File: src/er5_pkg.sv
// er5_pkg: types, kernel coefficients and arithmetic constants for the 5x5 relief filter.
// No dependencies. Used by er5_relief and emboss_relief_5x5_core.
package er5_pkg;

  localparam int PIX_W = 8;
  localparam int CFG_W = 11;
  localparam int CFG_INDEX_W = 1;
  localparam int KSIZE = 5;

  // register indexes on the configuration port
  typedef enum logic [CFG_INDEX_W-1:0] {
    REG_IMAGE_ROWS = 1'b0,
    REG_IMAGE_COLS = 1'b1
  } cfg_reg_t;

  localparam logic [CFG_W-1:0] SIZE_RESET = 11'd1024;

  // sum of the weighted window lies in -5610..5610
  localparam int SUM_W = 14;
  localparam int ABS_W = 13;
  // x / 50 == (x * 20972) >> 20 for 0 <= x <= 5610
  localparam int RECIP_W = 15;
  localparam logic [RECIP_W-1:0] RECIP_50 = 15'd20972;
  localparam int RECIP_SHIFT = 20;
  localparam int PROD_W = ABS_W + RECIP_W;
  localparam logic [PIX_W-1:0] RELIEF_MID = 8'd128;

  typedef logic signed [2:0] coef_t;
  localparam coef_t KERN [KSIZE][KSIZE] = '{
    '{-3'sd3, -3'sd3, -3'sd2, -3'sd1,  3'sd0},
    '{-3'sd3, -3'sd3, -3'sd2,  3'sd0,  3'sd1},
    '{-3'sd2, -3'sd2,  3'sd0,  3'sd2,  3'sd2},
    '{-3'sd1,  3'sd0,  3'sd2,  3'sd3,  3'sd3},
    '{ 3'sd0,  3'sd1,  3'sd2,  3'sd3,  3'sd3}
  };

  typedef logic [KSIZE-1:0][PIX_W-1:0] win_row_t;
  typedef win_row_t [KSIZE-1:0] win_t;  // win[row][col], col 4 newest

  typedef struct packed {
    logic valid;
    logic last;
  } tag_t;

  // weighted sum of one window row
  function automatic logic signed [SUM_W-1:0] row_sum(input int k, input win_row_t px);
    logic signed [SUM_W-1:0] acc;
    logic signed [SUM_W-1:0] coef;
    logic signed [SUM_W-1:0] val;
    acc = '0;
    for (int m = 0; m < KSIZE; m++) begin
      coef = SUM_W'(KERN[k][m]);
      val = SUM_W'({1'b0, px[m]});
      acc = acc + coef * val;
    end
    return acc;
  endfunction

endpackage

File: src/er5_relief.sv
// er5_relief: kernel sum over the 5x5 window, divide by 50 and offset, three register stages.
// Depends on er5_pkg.
module er5_relief (
  input  logic                  clk,
  input  logic                  rst,
  input  logic                  en,
  input  er5_pkg::tag_t         in_tag,
  input  er5_pkg::win_t         win,
  output er5_pkg::tag_t         out_tag,
  output logic [7:0]            relief
);
  import er5_pkg::*;

  logic signed [SUM_W-1:0] rsum [KSIZE];
  tag_t                    a_tag;
  logic signed [SUM_W-1:0] total;
  tag_t                    b_tag;
  logic                    b_neg;
  logic [ABS_W-1:0]        b_abs;
  tag_t                    c_tag;
  logic                    c_neg;
  logic [PROD_W-1:0]       c_prod;
  logic [PIX_W-1:0]        quot;

  always_comb begin
    total = '0;
    for (int k = 0; k < KSIZE; k++) begin
      total = total + rsum[k];
    end
  end

  always_ff @(posedge clk) begin
    if (rst) begin
      a_tag <= '0;
      b_tag <= '0;
      c_tag <= '0;
    end else if (en) begin
      a_tag <= in_tag;
      b_tag <= a_tag;
      c_tag <= b_tag;
    end
  end

  always_ff @(posedge clk) begin
    if (en) begin
      for (int k = 0; k < KSIZE; k++) begin
        rsum[k] <= row_sum(k, win[k]);
      end
      b_neg  <= total[SUM_W-1];
      b_abs  <= total[SUM_W-1] ? ABS_W'(-total) : ABS_W'(total);
      c_neg  <= b_neg;
      c_prod <= PROD_W'(b_abs) * PROD_W'(RECIP_50);
    end
  end

  assign quot    = PIX_W'(c_prod >> RECIP_SHIFT);
  assign out_tag = c_tag;
  // truncation toward zero: negative sum raises the output
  assign relief  = c_neg ? (RELIEF_MID + quot) : (RELIEF_MID - quot);

endmodule

File: config.mk
export PLATFORM = sky130hd
export DESIGN_NAME = er5_relief
export DESIGN_NICKNAME = d
export VERILOG_FILES = /design/src/er5_pkg.sv /design/src/er5_relief.sv
export SDC_FILE = /design/constraint.sdc
export NUM_CORES = 1
export LEC_CHECK = 0
export CORE_MARGIN = 2
export CORE_UTILIZATION = 58
export DETAILED_ROUTE_END_ITERATION = 8
export DONT_BUFFER_PORTS = 1
export PLACE_DENSITY = 0.79
export SLEW_MARGIN = 20
export SYNTH_ARGS = -nofsm -noshare
export SYNTH_HDL_FRONTEND = slang
export SYNTH_SLANG_ARGS = --single-unit
File: constraint.sdc
create_clock -name clk -period 9.77 [get_ports clk]
set_clock_uncertainty 0.1 [all_clocks]
set_input_delay 1.954 -clock clk [delete_from_list [all_inputs] [get_ports clk]]
set_output_delay 1.954 -clock clk [all_outputs]
set_load 0.1 [all_outputs]
* Word-level counts from Yosys, hierarchy flattened
Memories as Yosys holds them, arrays and structs flattened.
Index checks and enable logic that the tools add are counted.
** Operators by class
- Muxes and demuxes :: 4
- Multiply operators :: 9
- $add $sub $neg :: 28
** Operator list (count)
- adder 14 bit :: 6
- negator 8 -> 13 bit :: 4
- multiplier 3 x 9 -> 12 bit (first input constant) :: 4
- adder 14 x 10 -> 14 bit :: 3
- multiplier 2 x 8 -> 10 bit (first input constant) :: 4
- adder 13 x 14 -> 14 bit :: 2
- adder 14 x 11 -> 14 bit :: 2
- negator 8 -> 14 bit :: 2
- adder 12 x 12 -> 13 bit :: 2
- multiplier 13 x 13 -> 26 bit (second input constant) :: 1
- adder 14 x 9 -> 14 bit :: 1
- 2-to-1 mux 13 bit :: 1
- negator 13 bit :: 1
- adder 11 x 10 -> 12 bit :: 1
- adder 10 x 10 -> 11 bit :: 1
- adder 8 x 9 -> 10 bit :: 1
- adder 8 bit (first input constant) :: 1
- 2-to-1 mux 8 bit :: 1
- subtractor 8 bit (first input constant) :: 1
- 2-to-1 mux 1 bit :: 2
** Storage, ports and cells
- Register bits after elaboration :: 47
- Logic and storage cells :: 52
- Bits in writable memories :: 70
- Input port bits :: 205
- Output and inout port bits :: 10
- Memories kept :: 1
** Memories
- rsum :: depth 5, width 14, read ports 5, clocked after Yosys merged registers in 0, write ports 5, RTL line er5_relief.sv:14 : logic signed [SUM_W-1:0] rsum [KSIZE];

* Depth between registers and ports, before layout
An unclocked memory read counts as a cell.
- Word-level depth :: 7
- Depth in mapped cells :: 19
- Mapped depth without buffers :: 19

* Worst setup path before layout
Ideal clock, no wire load.
- Kind :: input port to flip-flop
- From :: input win[56] (netlist bit)
- To :: memory rsum[1][12], in the netlist rsum[0][26], data pin
- Path buffers :: 0
- Arrival time :: 6053 ps
- Data required time :: 9533 ps
- Slack :: 3479 ps
- Library setup time :: 137 ps
- Stages on the path :: 15
- Cells stage by stage :: inv_1 ha_1 xnor2_1 fa_1 fa_1 fa_1 fa_1 fa_1 a21o_1 a21oi_1 o21bai_1 a21oi_1 o21ai_0 or4_1 nand4_1
** RTL lines
- start, declared :: RTL line er5_relief.sv:8 : input er5_pkg::win_t win,
- end, declared :: RTL line er5_relief.sv:14

==> results.ini <==
[status]
status = completed

[layout]
mostFrequentLayoutCell = inv_1
layout_common_cells = inv_1 (467), ha_1 (261), fa_1 (219)
antennaDiodeCount = 0
fill_cells = 2166
area_growth_pct = 4.79
fin_nets = 2280
layout-drive-gt1-share = 0.0263

[global_route]
grt_max_degree = 97
grt_pass1_wl_mm = 50.1
first_global_vias = 11300
overflow = 0
antenna_found_initial = 0
grt_use_total = 0.218

[sta]
post-route-period-util = 0.646
hold_violations = 0
grt_setup_unrepaired = no
tns_ns = 0
setup_viol = 0
maxSlewHeadroom = 0.351
finalCriticalPeriod_ns = 6.32
worst_slew_pin_slew_ns = 0.971
maxSlewViolCount = 0
fmax_mhz = 158

[setup_path]
crit_fanout = 4
cpMostUsedCell = fa_1
critPathMaxStageDelay_ns = 0.55
path_cells = inv_1 > ha_1 > xnor2_1 > fa_1 > fa_1 > fa_1 > fa_1 > fa_1 > a21o_1 > a21oi_1 > o21bai_1 > a21oi_1 > o21ai_0 > or4_1 > nand4_1
slowest_stage = fa_1
worstSetupEndpointType = flop
cp.arrival_ns = 6.42
r2r_slack_ns = 4.55
cp-start-kind = primary input
crit_type = in2reg
rr_startpoint = b_abs[11]
cp-startpoint = win[56]
required_ns = 9.88

[detailed_routing]
via_per_inst = 5.31
ant_nets = 0
drt-total-wl_mm = 29.2
drtIter0Drc = 425
drc = 0
wl_per_cell_um = 15.0
vias = 10300
dr.pass1.iters = 5

[place]
dp_hpwl_mm = 26.0
gp_congestion = 0.933
numPortBuffers = 0

[clocking]
cts_tree = done
clkLatencyLatePin_ns = 0.35
htreeDepth = 3
root_buffer = clkbuf_16
ctsResizeCount = 0
cts_max_path_buffers = 2
postCtsSetupBuffers = 0
holdBufCountCts = 0
cts.sinks = 96
cts-buffers-inserted = 9
cts.clk_slew.worst_paths_ns = 0.07

[floorplanning]
start_util = 0.587
num_rows = 60
coreArea_mm2 = 0.0267
num_io_pins = 215
die_x_um = 168
dieArea_mm2 = 0.0284
die_h_um = 168

[logic_synthesis]
synth-compound-area-share = 0.0785
synthesis.area_mm2 = 0.0157
yosysSeqAreaShare = 0.180
syn_nets = 2269
ys_ff_latch = 96
syn_avg_cell_area_um2 = 9.91
async_flop_share = 0
yosys_warnings = 0
synthDistinctLibCells = 63
synth_flop_cell = edfxtp_1
syn_inst = 1584
synth_top_family_by_area = adder cells
synth_mux_area_frac = 0.00654
yosys.area_share.simple = 0.0687
synthXorXnorAreaFrac = 0.0644
synth-adder-area-share = 0.488
synth_edf_count = 90

[min_path]
hold_start = b_neg
hold_path.class = reg2reg

[flow_run]
maxCapViolations = 0

==> per-layer routing <==
| metal | global-route usage | wire [µm] |
|---|---|---|
| met1 | 0.253 | 11700 |
| met2 | 0.418 | 15900 |
| met3 | 0.0304 | 1010 |
| met4 | 0.0611 | 599 |
| met5 | 0 | 0 |
==> path summary, 6_finish.rpt <==
check | endpoint | cells past startpoint
hold reg to reg | c_neg | 0
setup / recovery | rsum[0][26] | 15
hold / removal | c_neg | 0
setup reg to reg | c_prod[25] | 17
==> per-stage QoR <==
step	utilization	hold slack [ns]	instance area [µm²]	setup slack, ns	cells
2_1_floorplan	-	0.300	15700	3.48	1584
3_3_place_gp	0.605	0.307	16200	3.25	1925
3_5_place_dp	0.605	0.313	16200	3.15	1925
4_1_cts	0.615	0.344	16400	3.49	1941
5_1_grt	0.615	0.351	16400	3.18	1941
6_report	0.615	0.335	16400	3.45	1941
==> synthesized netlist by cell type (3+ instances only) <==
cell / number / area [µm²]
a31oi_1: 12 / 75.1
o21bai_1: 13 / 97.6
a21o_1: 22 / 165
nor4_1: 10 / 62.6
a21oi_1: 54 / 270
nand3b_1: 5 / 37.5
o31ai_1: 3 / 22.5
o21ai_0: 31 / 155
nand2_1: 52 / 195
fa_1: 219 / 4380
nor2_1: 71 / 267
o21a_1: 9 / 67.6
or3_1: 5 / 31.3
o211ai_1: 5 / 37.5
inv_1: 467 / 1750
and3_1: 8 / 50.1
nand2b_1: 8 / 50.1
a211oi_1: 8 / 60.1
or2_2: 3 / 18.8
dfxtp_1: 6 / 120
xnor2_1: 66 / 578
mux2i_1: 8 / 80.1
nor2b_1: 10 / 62.6
and2_1: 3 / 18.8
a21boi_0: 3 / 22.5
xor2_1: 44 / 385
edfxtp_1: 90 / 2700
ha_1: 261 / 3270
nor3_1: 25 / 125
nand3_1: 15 / 75.1
o41ai_1: 4 / 35.0
==> area by class of cell <==
class / count / area, µm² / share of cell area
Inverter: 467 / 1750 / 0.107
Sequential cell: 96 / 2820 / 0.172
Clock inverter: 6 / 50.0 / 0.00304
Timing Repair Buffer: 6 / 45.0 / 0.00274
Multi-Input combinational cell: 1015 / 11100 / 0.676
Clock buffer: 10 / 229 / 0.0139
Tap cell: 341 / 427 / 0.0259
==> sequential cells by signal, summed over array words and instances (netlist names) <==
register,flops
out_tag,2
c_prod,8
b_neg,1
a_tag,2
rsum,67
b_abs,13
c_neg,1
b_tag,2
==> cells by family (layout without fill, tap and decap cells) <==
| family | count (synthesis) | count (layout) |
|---|---|---|
| muxes | 10 | 10 |
| xor gates and xnor gates | 112 | 112 |
| and+or+nand+nor | 226 | 226 |
| AOI/OAI and AO/OA | 187 | 187 |
| buffers and inverters | 473 | 489 |
| DFF | 96 | 96 |
| adders and majority gates | 480 | 480 |
==> critical path, delay by kind of cell <==
kind | cells | cell delay, ns
AO/OA/AOI/OAI | 5 | 0.96
buffers and inverters | 1 | 0.02
XOR/XNOR | 1 | 0.20
adder cells (fa/ha/maj) | 6 | 2.71
AND/OR/NAND/NOR | 2 | 0.57
Power is not shown: default switching activity piles up to over one toggle a cycle in this logic, so the estimate is an artifact.
