### config.mk
export PLATFORM = sky130hd
export DESIGN_NAME = er5_ram
export DESIGN_NICKNAME = d
export VERILOG_FILES = /design/src/er5_ram.sv
export SDC_FILE = /design/constraint.sdc
export NUM_CORES = 1
export LEC_CHECK = 0
export BUFFER_PORTS_ARGS = -buffer_cell sky130_fd_sc_hd__buf_4
export CAP_MARGIN = 15
export CORE_AREA = 10 10 119 94
export DETAILED_ROUTE_END_ITERATION = 7
export DIE_AREA = 0 0 129 104
export GPL_ROUTABILITY_DRIVEN = 1
export PLACE_DENSITY = 0.88
export SYNTH_ARGS = -nofsm -noshare
export SYNTH_HDL_FRONTEND = slang
export SYNTH_SLANG_ARGS = --single-unit
### constraint.sdc
create_clock -name clk -period 2.1 [get_ports clk]
set_input_delay 0.42 -clock clk [delete_from_list [all_inputs] [get_ports clk]]
set_output_delay 0.42 -clock clk [all_outputs]
set_load 0.02 [all_outputs]
### src/er5_ram.sv
// er5_ram: generic single-clock RAM, one write and one read port, registered read.
// No dependencies.
module er5_ram #(
  parameter int WIDTH = 8,
  parameter int DEPTH = 16,
  localparam int AW = $clog2(DEPTH)
) (
  input  logic             clk,
  input  logic             wr_en,
  input  logic [AW-1:0]    wr_addr,
  input  logic [WIDTH-1:0] wr_data,
  input  logic             rd_en,
  input  logic [AW-1:0]    rd_addr,
  output logic [WIDTH-1:0] rd_data
);

  logic [WIDTH-1:0] mem [DEPTH];

  always_ff @(posedge clk) begin
    if (wr_en) begin
      mem[wr_addr] <= wr_data;
    end
    if (rd_en) begin
      rd_data <= mem[rd_addr];
    end
  end

endmodule

== After elaboration in Yosys (flattened, before gate mapping) ==
Memories as Yosys holds them, arrays and structs flattened. A register that Yosys moved wholly into a read port is not among the register bits.
Cells that the tools add are included.
Word-level totals
  bits in registers: 0
  memory bits (writable): 128
  input port bits: 19
  output and inout port bits: 8
  logic and storage cells: 3
  memories kept: 1
Operators by class
  mux-type cells: 2
Memories
  mem: words 16, bits a word 8, read ports 1, clocked after memory_dff 1, wr ports 1, RTL line 17  | logic [WIDTH-1:0] mem [DEPTH];
Operator list (count)
  $mux W1: 2

== Longest topological paths before layout ==
Gate-level depths: netlist of the first run.
  depth after elaboration: 2
  depth in mapped cells: 5
  depth with buffers taken out: 3

== Least setup slack after synthesis of the first run ==
No wires, ideal clock.
  path kind: in2reg
  from: input wr_addr[2]
  to: memory mem[0][0] (enable)
  setup time: 383 ps
  arrival time: 1530 ps
  data required time: 1717 ps
  slack: 187 ps
  stages on the path: 2
  path buffers: 0
  cells stage by stage: or3b_2 nor3_1
RTL lines
  start: declaration: RTL line 10  | input logic [AW-1:0] wr_addr,
  end: declaration: RTL line 17
No word-level cell before the write port.

==> flow_summary.json, run 1 <==
{
  "status": "completed",
  "antenna_found_initial": 0,
  "p_leak_nw": 2.12,
  "post-cts-setup-buffers": 0,
  "finalPower_w": 0.00626,
  "setup_viol": 0,
  "p_switching_w": 0.00131,
  "critical_path_class": "input port to flop",
  "fin_worst_skew_ns": 0.00789,
  "ir_drop_mv": 0.609,
  "diodes": 0,
  "slowest_delay_ns": 0.56,
  "grt_first_pass_wirelength_mm": 16.8,
  "power_frac_seq_pct": 49.2,
  "cts_root_buffer": "clkbuf_16",
  "tns_ns": 0,
  "die_x_um": 129,
  "slew_headroom_pct": 69.4,
  "yosys-top-cells-count": "edfxtp_1, mux4_2, a22oi_1, mux4_1, nor2_1",
  "cts.sinks": 136,
  "avgSynthCellArea_um2": 22.8,
  "rsz0062_at_grt": "no",
  "drt_iter0_drc": 280,
  "finalHoldViolCount": 0,
  "drtAntennaViolNets": 0,
  "synth_edf_count": 136,
  "grt_pass1_vias": 2710,
  "reg2reg_slack_ns": 0.60,
  "whs_ns": 0.312,
  "place_congestion": 0.742,
  "track_usage_pct": 17.3,
  "crit_slowest_cell": "mux4_1",
  "slew_violations": 0,
  "die_y_um": 104,
  "synth.area.top_cells": "edfxtp_1, mux4_2, mux4_1, a22oi_1, nor2_1",
  "vias": 2534,
  "crit_chain": "buf_4 > buf_12 > mux4_1 > a22oi_1 > nand2_1",
  "drtPass1Iterations": 4,
  "cts_max_path_buffers": 2,
  "fmaxAchievable_mhz": 653,
  "core_area_um2": 8860,
  "yosysSeqAreaShare_pct": 78.1,
  "synth.most_common_cell": "edfxtp_1",
  "setup.worst_path.end_class": "flop",
  "die_area_um2": 13400,
  "p_int_w": 0.00495,
  "synth_top_area_cell": "edfxtp_1",
  "cts_tree": "built",
  "grt_max_degree": 33,
  "async_reset_ff_share_pct": 0,
  "routedWlPerCell_um": 26.1,
  "detail_route.wirelength_mm": 10.7,
  "drive_above_1_share_pct": 32.2,
  "synth_area_um2": 5230,
  "cts_buffers": 17,
  "hold_class": "input port to flop",
  "cp.required_ns": 2.25,
  "yosys_warnings": 0,
  "areaGrowthSynthToFinish_pct": 19.6,
  "rows": 30,
  "critPathLaunchType": "input port",
  "power.density_nw_per_um2": 1000,
  "synthCells": 229,
  "max_cap_violations": 0,
  "synth-main-ff-cell": "edfxtp_1",
  "port_buffers": 26,
  "pwr-share-comb_pct": 5.1,
  "h-tree-depth": 4,
  "initial_core_util_pct": 59.0,
  "clkTransAtPathRegs_ns": 0.06,
  "insertion_delay_ns": 0.41,
  "cp_data_arrival_time_ns": 1.68,
  "grt_overflow": 0,
  "postCtsHoldBufs": 0,
  "dp_hpwl_mm": 6.71,
  "period_share_pct": 72.9,
  "drc_errors": 0,
  "synth.top_cell.area_share_pct": 78.1,
  "viasPerCell": 6.18,
  "synth_fp_nets": 248,
  "cts_resized": 0,
  "swShare_pct": 20.9,
  "cp_max_fo": 12,
  "min_period_ns": 1.53,
  "clockPowerShare_pct": 45.7,
  "tightest_slew_ns": 0.459,
  "io_pins": 27,
  "ys_ff_latch": 136,
  "synth.distinct_cells": 18,
  "fillers": 518,
  "nNetsFinal": 304
}
## state kept, by name, indices dropped and copies added (netlist names)
name,flops
rd_data,8
mem,128
## power by group through the flow
stage               combinational, W  clock (W)  sequential (W)
CTS                         0.000322    0.00291         0.00308
floorplan                   0.000154          0         0.00314
finish                      0.000318    0.00286         0.00308
global route                0.000343    0.00303         0.00308
global placement            0.000304          0         0.00313
detailed placement          0.000319          0         0.00313
## path summary, 6_finish.rpt
check                   from    endpoint  depth (start not counted)
hold / removal    wr_data[4]   mem[4][4]                          1
hold reg to reg    mem[4][0]  rd_data[0]                          3
setup reg to reg   mem[9][3]  rd_data[3]                          3
setup / recovery  rd_addr[0]  rd_data[3]                          5
## layout by cell type, fill, tap and decap left out, drive strengths merged
cell type | Yosys | final
clkbuf | 0 | 17
nor3 | 4 | 4
clkinvlp | 0 | 5
inv | 0 | 2
a22oi | 16 | 16
nor2b | 1 | 1
edfxtp | 136 | 136
nor2 | 13 | 13
nand2 | 9 | 9
bufinv | 0 | 2
buf | 7 | 47
and2b | 1 | 1
or3b | 1 | 1
clkinv | 0 | 6
nand3 | 1 | 1
nand3b | 2 | 2
mux4 | 32 | 32
nand2b | 2 | 2
and2 | 1 | 1
## cell type report
class                   instances  area (um2)  share of cell area [%]
clock buffers                  17         425                    6.81
clock inverters                15         154                    2.46
multi-input cells              83        1060                    16.9
flip-flops and latches        136        4080                    65.3
well taps                     112         140                    2.24
repair buffers                 47         390                    6.24
## layer usage
metal | track usage [%] | vias up | share of wire [%]
li1 | - | 1097 | -
met1 | 23.7 | 1302 | 41
met2 | 24.9 | 131 | 49
met3 | 6.16 | 4 | 9.8
met4 | 6.48 | 0 | 0.61
met5 | 0 | - | 0
## cells by family (layout without fill, tap and decap cells)
logic type             after synthesis  in the layout  share of synthesized area (%)
buffers and inverters               10             79                           1.65
AO/OA/AOI/OAI                       16             16                           2.30
AND/OR/NAND/NOR                     35             35                           3.14
flip-flops                         136            136                           78.1
multiplexers                        32             32                           14.8
## stage by stage
stage | std cells | setup WS (ns) | util, % | cell area (um2)
after floorplan | 229 | 0.187 | - | 5230
after global placement | 378 | 0.219 | 64.0 | 5670
after detailed placement | 378 | 0.104 | 64.0 | 5670
after CTS | 410 | 0.566 | 70.6 | 6250
after global routing | 410 | 0.515 | 70.6 | 6250
final | 410 | 0.568 | 70.6 | 6250
## worst max-delay path, delay by kind of cell
family	cells	cell delay (ns)
compound gates	1	0.27
mux	1	0.56
buf+inv	2	0.32
simple gates	1	0.10
(Power assumes the default switching activity.)
==> run 2, diff against run 1 <==
==> config.mk (replaced) <==
export PLATFORM = sky130hd
export DESIGN_NAME = er5_ram
export DESIGN_NICKNAME = d
export VERILOG_FILES = /design/src/er5_ram.sv
export SDC_FILE = /design/constraint.sdc
export NUM_CORES = 1
export LEC_CHECK = 0
export ABC_AREA = 1
export BUFFER_PORTS_ARGS = -buffer_cell sky130_fd_sc_hd__buf_4
export CAP_MARGIN = 15
export CORE_AREA = 10 10 131 103
export DETAILED_ROUTE_END_ITERATION = 7
export DIE_AREA = 0 0 141 113
export GPL_ROUTABILITY_DRIVEN = 1
export PLACE_DENSITY = 0.85
export SYNTH_ARGS = -nofsm -noshare
export SYNTH_HDL_FRONTEND = slang
export SYNTH_SLANG_ARGS = --single-unit
==> constraint.sdc (replaced) <==
create_clock -name clk -period 1.32 [get_ports clk]
set_input_delay 0.264 -clock clk [delete_from_list [all_inputs] [get_ports clk]]
set_output_delay 0.264 -clock clk [all_outputs]
set_load 0.02 [all_outputs]
==> run 2 against run 1 <==
Against the previous run:
- utilization decreased by 7.3 points
- combinational power up 110%
- power grew 62%
- critical path type is now flop to primary output
- count of clock-buffer cells in the layout is 3 higher
- setup slack got worse by 0.53 ns
==> flow_summary.json, run 2 <==
{
  "power.density_nw_per_um2": 1480,
  "final_common_cell": "nand2_1",
  "synth_area_um2": 5850,
  "use_met1_pct": 22.9,
  "met2_usage_pct": 26.2,
  "regArea_um2": 4080,
  "vias": 4082,
  "ir_drop_mv": 1.17,
  "clockPowerShare_pct": 45.0,
  "p_leak_nw": 2.97,
  "die_area_um2": 15900,
  "io_pins": 27,
  "rsz0062_at_grt": "no",
  "cts_max_path_buffers": 2,
  "use_met3_pct": 7.10,
  "p_int_w": 0.00800,
  "rows": 33,
  "rr_worst_depth": 6,
  "slew_violations": 0,
  "path_depth": 1,
  "stdcell_count": 750,
  "synth.most_common_cell": "nand2_1",
  "multiInputGateArea_um2": 1210,
  "power_frac_seq_pct": 48.4,
  "cts_buffers": 17,
  "swShare_pct": 21.0,
  "largest_register": "mem",
  "synth-main-ff-cell": "edfxtp_1",
  "avgSynthCellArea_um2": 10.6,
  "reg_top3": "mem (128), rd_data (8)",
  "detail_route.wirelength_mm": 14.0,
  "fmaxAchievable_mhz": 777,
  "ys_ff_latch": 136,
  "largest_reg_flops": 128,
  "period_share_pct": 97.5,
  "synth.distinct_cells": 11,
  "die_y_um": 113,
  "pwr-share-comb_pct": 6.6,
  "whs_ns": 0.148,
  "grt_first_pass_wirelength_mm": 21.9,
  "drtAntennaViolNets": 0,
  "track_usage_pct": 17.9,
  "port_buffers": 26,
  "yosys_warnings": 0,
  "viasPerCell": 5.44,
  "hold_class": "input port to flop",
  "setup.worst_path.end_class": "primary output",
  "grt_max_degree": 46,
  "antenna_found_initial": 0,
  "nNetsFinal": 616,
  "areaGrowthSynthToFinish_pct": 17.1,
  "critical_path_class": "flop to primary output",
  "clkTransAtPathRegs_ns": 0.06,
  "postCtsHoldBufs": 0,
  "h-tree-depth": 4,
  "finalHoldViolCount": 0,
  "status": "completed",
  "drtPass1Iterations": 5,
  "crit_slowest_cell": "edfxtp_1",
  "slowest_delay_ns": 0.42,
  "crit_chain": "buf_4",
  "cp_max_fo": 1,
  "busiest_layer": "met2",
  "dp_hpwl_mm": 8.74,
  "async_reset_ff_share_pct": 0,
  "synth_edf_count": 136,
  "max_cap_violations": 0,
  "synth.top_cell.area_share_pct": 69.8,
  "cp_data_arrival_time_ns": 1.02,
  "dpl.cell_count": 718,
  "diodes": 0,
  "die_x_um": 141,
  "drive_above_1_share_pct": 12.8,
  "tightest_slew_ns": 0.594,
  "initial_core_util_pct": 54.0,
  "cts_tree": "built",
  "hold_depth": 1,
  "fin_worst_skew_ns": 0.00845,
  "synth_fp_nets": 570,
  "cts.sinks": 136,
  "synth.area.top_cells": "edfxtp_1, nand2_1, nand3_1, inv_1, buf_6",
  "synth_top_area_cell": "edfxtp_1",
  "yosysSeqAreaShare_pct": 69.8,
  "fillers": 813,
  "place_congestion": 0.913,
  "drt_iter0_drc": 635,
  "cp.buffers_inverters": 1,
  "yosys-top-cells-count": "nand2_1, edfxtp_1, inv_1, nand3_1, nor2_1",
  "slew_headroom_pct": 60.3,
  "drc_errors": 0,
  "cp.required_ns": 1.06,
  "grt_overflow": 0,
  "final_cell_mix": "nand2_1, edfxtp_1, inv_1, nand3_1, buf_4",
  "core_area_um2": 10800,
  "post-cts-setup-buffers": 0,
  "crit_family": "flip-flops",
  "p_switching_w": 0.00212,
  "min_period_ns": 1.29,
  "insertion_delay_ns": 0.42,
  "grt_pass1_vias": 4018,
  "cts_root_buffer": "clkbuf_16",
  "utilization_pct": 63.3,
  "critPathLaunchType": "flop",
  "synthCells": 551,
  "cts_resized": 0,
  "setup_viol": 0,
  "routedWlPerCell_um": 18.6
}
==> run 2: changes by cell type in the layout (fill, tap and decap cells not counted), moves of 4 or more <==
| cell | before | now |
|---|---|---|
| mux4_1 | 14 | 0 |
| nand2_1 | 9 | 173 |
| buf_4 | 44 | 48 |
| clkinvlp_4 | 5 | 1 |
| a22oi_1 | 16 | 0 |
| nor3_1 | 4 | 0 |
| nand3_1 | 1 | 97 |
| inv_1 | 0 | 100 |
| mux4_2 | 18 | 0 |
| nor2_1 | 13 | 17 |
==> run 2: area by class of cell <==
| cell class | count | share of cell area, % |
|---|---|---|
| clock inverters | 12 | 1.94 |
| inverters | 102 | 5.59 |
| repair buffers | 51 | 6.14 |
| multi-input cells | 289 | 17.7 |
| clock buffers | 20 | 6.38 |
| flip-flops and latches | 136 | 59.7 |
| well taps | 140 | 2.56 |
==> run 2: routing by layer <==
layer,wire length [um],up-vias
met4,294,0
met5,0,-
met2,6310,256
li1,-,1875
met1,5630,1925
met3,1740,26
==> run 2: cell families after synthesis <==
| kind of cell | synth area share [%] |
|---|---|
| buf+inv | 9.39 |
| flops | 69.8 |
| simple gates | 20.8 |
==> run 2: final timing paths <==
kind	from	slack, ns	end
worst min register to register	mem[12][1]	0.75	rd_data[1]
worst min-delay path	rd_en	0.15	rd_data[4]
worst max-delay path	rd_data[1]	0.03	rd_data[1]
worst max register to register	mem[15][3]	0.16	rd_data[3]
==> run 2: power by group through the flow <==
stage	Clock, W	Combinational (W)	Sequential [W]
after floorplan	0	0.000341	0.00500
after global placement	0	0.000623	0.00499
after detailed placement	0	0.000647	0.00499
after CTS	0.00459	0.000658	0.00490
after global routing	0.00477	0.000726	0.00491
final	0.00456	0.000664	0.00490
==> run 2: per-stage QoR <==
step	total power, W	area [um2]	setup WS [ns]	TNS (ns)
final	0.0101	6850	0.0334	0
after global routing	0.0104	6850	0.0252	0
after CTS	0.0101	6850	0.0270	0
after detailed placement	0.00564	6280	-0.0816	-0.575
after global placement	0.00561	6280	-0.0714	-0.350
after floorplan	0.00535	5850	0.105	0
